<file path="config.mk">
export PLATFORM = sky130hd
export DESIGN_NAME = three_of_six_decoder
export DESIGN_NICKNAME = d
export VERILOG_FILES = /design/src/hdl/tsd_pkg.sv /design/src/hdl/three_of_six_decoder.sv
export SDC_FILE = /design/constraint.sdc
export NUM_CORES = 1
export LEC_CHECK = 0
export ABC_AREA = 1
export BUFFER_PORTS_ARGS = -buffer_cell sky130_fd_sc_hd__buf_4
export CAP_MARGIN = 30
export CORE_UTILIZATION = 55
export DETAILED_ROUTE_END_ITERATION = 10
export GPL_TIMING_DRIVEN = 0
export PLACE_DENSITY = 0.76
export SYNTH_ARGS = -nofsm -noshare
export SYNTH_HDL_FRONTEND = slang
export SYNTH_SLANG_ARGS = --single-unit
export TNS_END_PERCENT = 10
</file>
<file path="constraint.sdc">
create_clock -name clk -period 1.8 [get_ports clk]
set_input_delay 0.36 -clock clk [delete_from_list [all_inputs] [get_ports clk]]
set_output_delay 0.36 -clock clk [all_outputs]
set_load 0.03 [all_outputs]
</file>
<file path="src/hdl/tsd_pkg.sv">
package tsd_pkg;

    // Beat on the coded side
    typedef struct packed {
        logic [7:0] coded_byte;
        logic       frame_start;
    } coded_beat_t;

    // Beat on the decoded side
    typedef struct packed {
        logic [7:0] decoded_byte;
        logic       symbol_error;
    } decoded_beat_t;

    // Position of the next byte in its group of three
    typedef enum logic [2:0] {
        PH_0 = 3'b001,
        PH_1 = 3'b010,
        PH_2 = 3'b100
    } phase_t;

    localparam int SYM_W = 6;
    localparam logic [4:0] NC = 5'h10;

    // Tolerant reverse table: bit 4 set means the code has no nibble
    localparam logic [4:0] REVERSE_MAP [0:63] = '{
        NC,    NC,    NC,    5'h07, NC,    5'h01, 5'h02, 5'h02,
        NC,    5'h03, 5'h03, 5'h03, 5'h01, 5'h01, 5'h02, 5'h02,
        5'h05, 5'h05, 5'h07, 5'h07, 5'h00, 5'h00, 5'h00, 5'h00,
        5'h04, 5'h05, 5'h06, 5'h06, 5'h04, 5'h04, 5'h06, NC,
        NC,    5'h0B, 5'h0B, 5'h0B, 5'h09, 5'h09, 5'h0A, 5'h09,
        5'h08, 5'h0F, 5'h0F, 5'h0F, 5'h08, 5'h08, 5'h0A, NC,
        5'h0D, 5'h0D, 5'h0E, 5'h0E, 5'h0C, 5'h0C, 5'h0A, NC,
        5'h0D, 5'h0D, 5'h0E, NC,    5'h0C, NC,    NC,    NC
    };

    // Map two symbols to one byte, earlier symbol in the high nibble
    function automatic decoded_beat_t decode_pair(logic [SYM_W-1:0] first,
                                                  logic [SYM_W-1:0] second);
        logic [4:0]    hi;
        logic [4:0]    lo;
        decoded_beat_t r;
        hi = REVERSE_MAP[first];
        lo = REVERSE_MAP[second];
        r.decoded_byte = {(hi[4] ? 4'hF : hi[3:0]), lo[3:0]};
        r.symbol_error = hi[4] | lo[4];
        if (lo[4])
        begin
            r.decoded_byte = 8'hFF;
        end
        return r;
    endfunction

endpackage

</file>
<file path="src/hdl/three_of_six_decoder.sv">
// Tolerant 3-out-of-6 symbol decoder.
// coded channel (coded_valid/coded_ready/coded): one received byte per beat,
//   frame_start set on the first byte of a frame restarts the group of three.
// decoded channel (decoded_valid/decoded_ready/decoded): one byte per beat,
//   produced after the second and the third byte of every group; symbol_error
//   flags a symbol with no table entry (high nibble 0xF for a bad first symbol,
//   whole byte 0xFF for a bad second symbol).
// Path: the last coded beat of a pair is taken into the pair register, then
//   moves into the result register, which raises decoded_valid.
// Throughput: one coded beat per cycle while the result register is empty or
//   being taken; otherwise the stall rule below applies.
// Stall: while decoded_valid is held off by decoded_ready, the pair register
//   still takes one more beat; after that coded_ready drops until the result
//   is taken.
// Reset: rst_n clears both valid flags, the group phase and the held byte;
//   the first byte after reset starts a group.
module three_of_six_decoder (
    input  logic                  clk,
    input  logic                  rst_n,
    input  logic                  coded_valid,
    output logic                  coded_ready,
    input  tsd_pkg::coded_beat_t   coded,
    output logic                  decoded_valid,
    input  logic                  decoded_ready,
    output tsd_pkg::decoded_beat_t decoded
);

    // Group tracking state
    tsd_pkg::phase_t phase_reg;
    tsd_pkg::phase_t phase_next;
    logic [7:0]      held_reg;
    logic [7:0]      held_next;

    // Pair register: two symbols waiting for the table
    logic                        pair_valid_reg;
    logic                        pair_valid_next;
    logic                        pair_emit_reg;
    logic                        pair_emit_next;
    logic [tsd_pkg::SYM_W-1:0]   first_sym_reg;
    logic [tsd_pkg::SYM_W-1:0]   first_sym_next;
    logic [tsd_pkg::SYM_W-1:0]   second_sym_reg;
    logic [tsd_pkg::SYM_W-1:0]   second_sym_next;

    // Result register
    logic                   decoded_valid_reg;
    logic                   decoded_valid_next;
    tsd_pkg::decoded_beat_t decoded_reg;
    tsd_pkg::decoded_beat_t decoded_next;

    logic            advance;
    logic            take;
    tsd_pkg::phase_t eff_phase;

    // Result slot frees up when empty or being taken this cycle
    assign advance     = !decoded_valid_reg || decoded_ready;
    assign coded_ready = !pair_valid_reg || advance;
    assign take        = coded_valid && coded_ready;

    // Split the bitstream into symbol pairs on each accepted beat
    always_comb
    begin
        eff_phase       = coded.frame_start ? tsd_pkg::PH_0 : phase_reg;
        phase_next      = phase_reg;
        held_next       = held_reg;
        pair_emit_next  = 1'b0;
        first_sym_next  = first_sym_reg;
        second_sym_next = second_sym_reg;
        unique case (eff_phase)
            tsd_pkg::PH_1:
            begin
                first_sym_next  = held_reg[7:2];
                second_sym_next = {held_reg[1:0], coded.coded_byte[7:4]};
                pair_emit_next  = 1'b1;
                phase_next      = tsd_pkg::PH_2;
            end
            tsd_pkg::PH_2:
            begin
                first_sym_next  = {held_reg[3:0], coded.coded_byte[7:6]};
                second_sym_next = coded.coded_byte[5:0];
                pair_emit_next  = 1'b1;
                phase_next      = tsd_pkg::PH_0;
            end
            default:
            begin
                // first byte of a group: hold it, no result
                phase_next = tsd_pkg::PH_1;
            end
        endcase
        held_next = coded.coded_byte;
        if (!take)
        begin
            phase_next      = phase_reg;
            held_next       = held_reg;
            pair_emit_next  = pair_emit_reg;
            first_sym_next  = first_sym_reg;
            second_sym_next = second_sym_reg;
        end
    end

    // Pair register loads whenever it can move on; drop pairs with no result
    assign pair_valid_next    = coded_ready ? take : pair_valid_reg;
    assign decoded_valid_next = advance ? (pair_valid_reg && pair_emit_reg)
                                        : decoded_valid_reg;
    assign decoded_next       = advance ? tsd_pkg::decode_pair(first_sym_reg, second_sym_reg)
                                        : decoded_reg;

    always_ff @(posedge clk or negedge rst_n)
    begin
        if (!rst_n)
        begin
            phase_reg         <= tsd_pkg::PH_0;
            held_reg          <= '0;
            pair_valid_reg    <= 1'b0;
            decoded_valid_reg <= 1'b0;
        end
        else
        begin
            phase_reg         <= phase_next;
            held_reg          <= held_next;
            pair_valid_reg    <= pair_valid_next;
            decoded_valid_reg <= decoded_valid_next;
        end
    end

    // Payload registers, no reset
    always_ff @(posedge clk)
    begin
        pair_emit_reg  <= pair_emit_next;
        first_sym_reg  <= first_sym_next;
        second_sym_reg <= second_sym_next;
        decoded_reg    <= decoded_next;
    end

    assign decoded_valid = decoded_valid_reg;
    assign decoded       = decoded_reg;

endmodule

</file>
==> flow_summary.yaml <==
status:
  outcome: "finished, final reports clean"
yosys:
  synth_compound_area_share_pct: 9.97
  synthesis.nets: 272
  netlist_instances: 259
  synth_top_area_cell: "edfxtp_1"
  avgSynthCellArea_um2: 7.65
  yosys-top-cells-area: "edfxtp_1, nand2_1, dfrtp_1"
  synthesis.area_um2: 1980
  yosys_warnings: 0
  synth_xor_area_share_pct: 0
  synthMuxAreaShare_pct: 0
  synth_seq_cells: 35
  synth_top_family_by_area: "simple AND/OR/NAND/NOR gates"
  synthSimpleGateAreaFrac_pct: 32.3
  synth_cell_types: 23
  synth_top_area_share_pct: 33.3
  synth_seq_area_share_pct: 49.8
  synthAdderAreaFrac_pct: 0
clock_tree:
  clock-sinks: 35
  clk_pin_slew_ps: 100
  clock_latency_ps: 330
  cts_max_path_buffers: 2
  cts-root-buf: "clkbuf_4"
  htree_num_levels: 2
  cts_tree: "yes"
  cts_buffers: 5
detailed_routing:
  wirelength_um: 3690
  first_pass_iters: 4
  drc: 0
  routed_via_density: 5.13
  vias: 1728
  ant_nets: 0
  routedWlPerCell_um: 10.9
  drt_iter0_markers: 144
global_routing:
  grt-ovfl-total: 0
  track_usage_pct: 22.1
  grt_max_degree: 14
  antenna_found_initial: 0
  grt_pass1_wl_um: 6000
  grt_pass1_vias: 1403
power_and_ir_drop:
  irDropWorstVdd_uv: 693
  p_leak_uw: 0.00110
  power.density_nw_per_um2: 975
  fin_total_pwr_uw: 2220
cells_and_area:
  layout-drive-gt1-share_pct: 18.6
  multiInputGateArea_um2: 841
  mostFrequentLayoutCell: "nand2_1"
  largest_reg_flops: 9
  nets: 303
  seqCellArea_um2: 987
  diodes: 0
  final_cell_mix: "nand2_1, nor2_1, buf_4"
  filler_cell_count: 294
  synthToLayoutAreaGrowth_pct: 15.0
sta:
  finalHoldViolations: 0
  finalSetupViolCount: 0
  max_slew_margin_pct: 73.1
  max_slew.worst_pin.slew_ps: 403
  fin_crit_sh_pct: 92.2
  clock_skew_ps: 13.5
  rsz0062_at_grt: "no"
  fin_setup_tns_ps: 0
  finalMaxSlewViolations: 0
  post-route-min-period_ps: 1660
  hold_slack_ps: 302
  timing.fmax_ghz: 0.602
critical_path:
  worst-path-buf-inv: 1
  critPathArrivalTime_ps: 1660
  criticalPathCategory: "reg -> reg"
  cp_slowest_cell: "dfrtp_1"
  crit_chain: "nand3_2 > nand2_1 > buf_4 > or2_2 > nand2_2"
  end_kind: "register"
  critical_path_required_ps: 1800
  crit_fanout: 13
  slowest_delay_ps: 420
  start_kind: "register"
  cp_top_family: "simple AND/OR/NAND/NOR gates"
die:
  io_pins: 24
  core_area_um2: 3390
  dieArea_um2: 3850
  fp.dieW_um: 62.0
  start_util_pct: 58.5
  die_y_um: 62.0
  rows: 21
hold_path:
  hold_class: "in -> reg"
placed_design:
  numPortBuffers: 23
  dp_hpwl_um: 2850
  gp_congestion: 0.880
flow_run:
  drv.max_cap_violation_count: 0
[routing by layer]
| metal | GRT usage, % | vias up | wire length (µm) |
|---|---|---|---|
| li1 | - | 902 | - |
| met1 | 29.4 | 764 | 1670 |
| met2 | 35.3 | 58 | 1760 |
| met3 | 5.59 | 4 | 222 |
| met4 | 7.62 | 0 | 38 |
| met5 | 0 | - | 0 |
[worst paths after layout]
check	from	endpoint	slack, ps	cells past startpoint
worst max-delay path	decoded_valid$_DFFE_PN0P_	first_sym_reg[0]$_DFFE_PP_	140	5
worst min-delay path	coded[4]	held_reg[3]$_DFFE_PN0P_	300	3
worst max register to register	decoded_valid$_DFFE_PN0P_	first_sym_reg[0]$_DFFE_PP_	140	5
worst min register to register	pair_emit_reg$_DFFE_PP_	decoded_valid$_DFFE_PN0P_	460	2
max in group asynchronous	rst_n	phase_reg[0]$_DFFE_PN1P_	1170	2
min in group asynchronous	rst_n	decoded_valid$_DFFE_PN0P_	400	2
[stage by stage]
stage               setup WS [ps]  instance area [µm²]  util (%)  instances
CTS                           129                 2280      67.2        337
global placement             94.4                 2210      65.3        328
finish                        140                 2280      67.2        337
floorplan                    23.5                 1980         -        259
global route                 55.7                 2280      67.2        337
detailed placement           80.4                 2210      65.3        328
[final cells by class]
class	count	share of cell area, %
buffer	9	2.25
timing repair buffer	24	8.02
clock inverter	2	0.549
inverter	28	4.61
tap	46	2.53
sequential	35	43.3
clock buffer	6	1.81
multi-input combinational	187	36.9
[what timing repair did]
item                      CTS  global route
resized for setup           0             0
hold buffers                1             0
hold endpoints to repair   12             0
buffers inserted            0             0
[power breakdown]
group          internal, µW  total, µW  switching (µW)  leakage (µW)
Sequential             1030       1110            80.7      0.000363
Combinational           250        715             465      0.000704
Clock                   151        395             244     0.0000282
Total                  1430       2220             790       0.00110
[Yosys cell counts, drive strengths merged]
cell and instances:
nand2 92, nor2 31, inv 28, o21ai 25, nand3 23, edfxtp 22, dfrtp 12, a21oi 10
buf 5, clkbuf 4, o211ai 3, nand4 2, dfstp 1, or2 1
[kinds of logic after synthesis]
group                  count (synthesis)
flip-flops                            35
AO/OA/AOI/OAI                         38
buffers and inverters                 37
AND/OR/NAND/NOR                      149
[tightest hold or removal path: stages]
cell and delay (ps):
buf_4 110, inv_1 50, o21ai_0 70
Power figures use the tool's default switching activity.
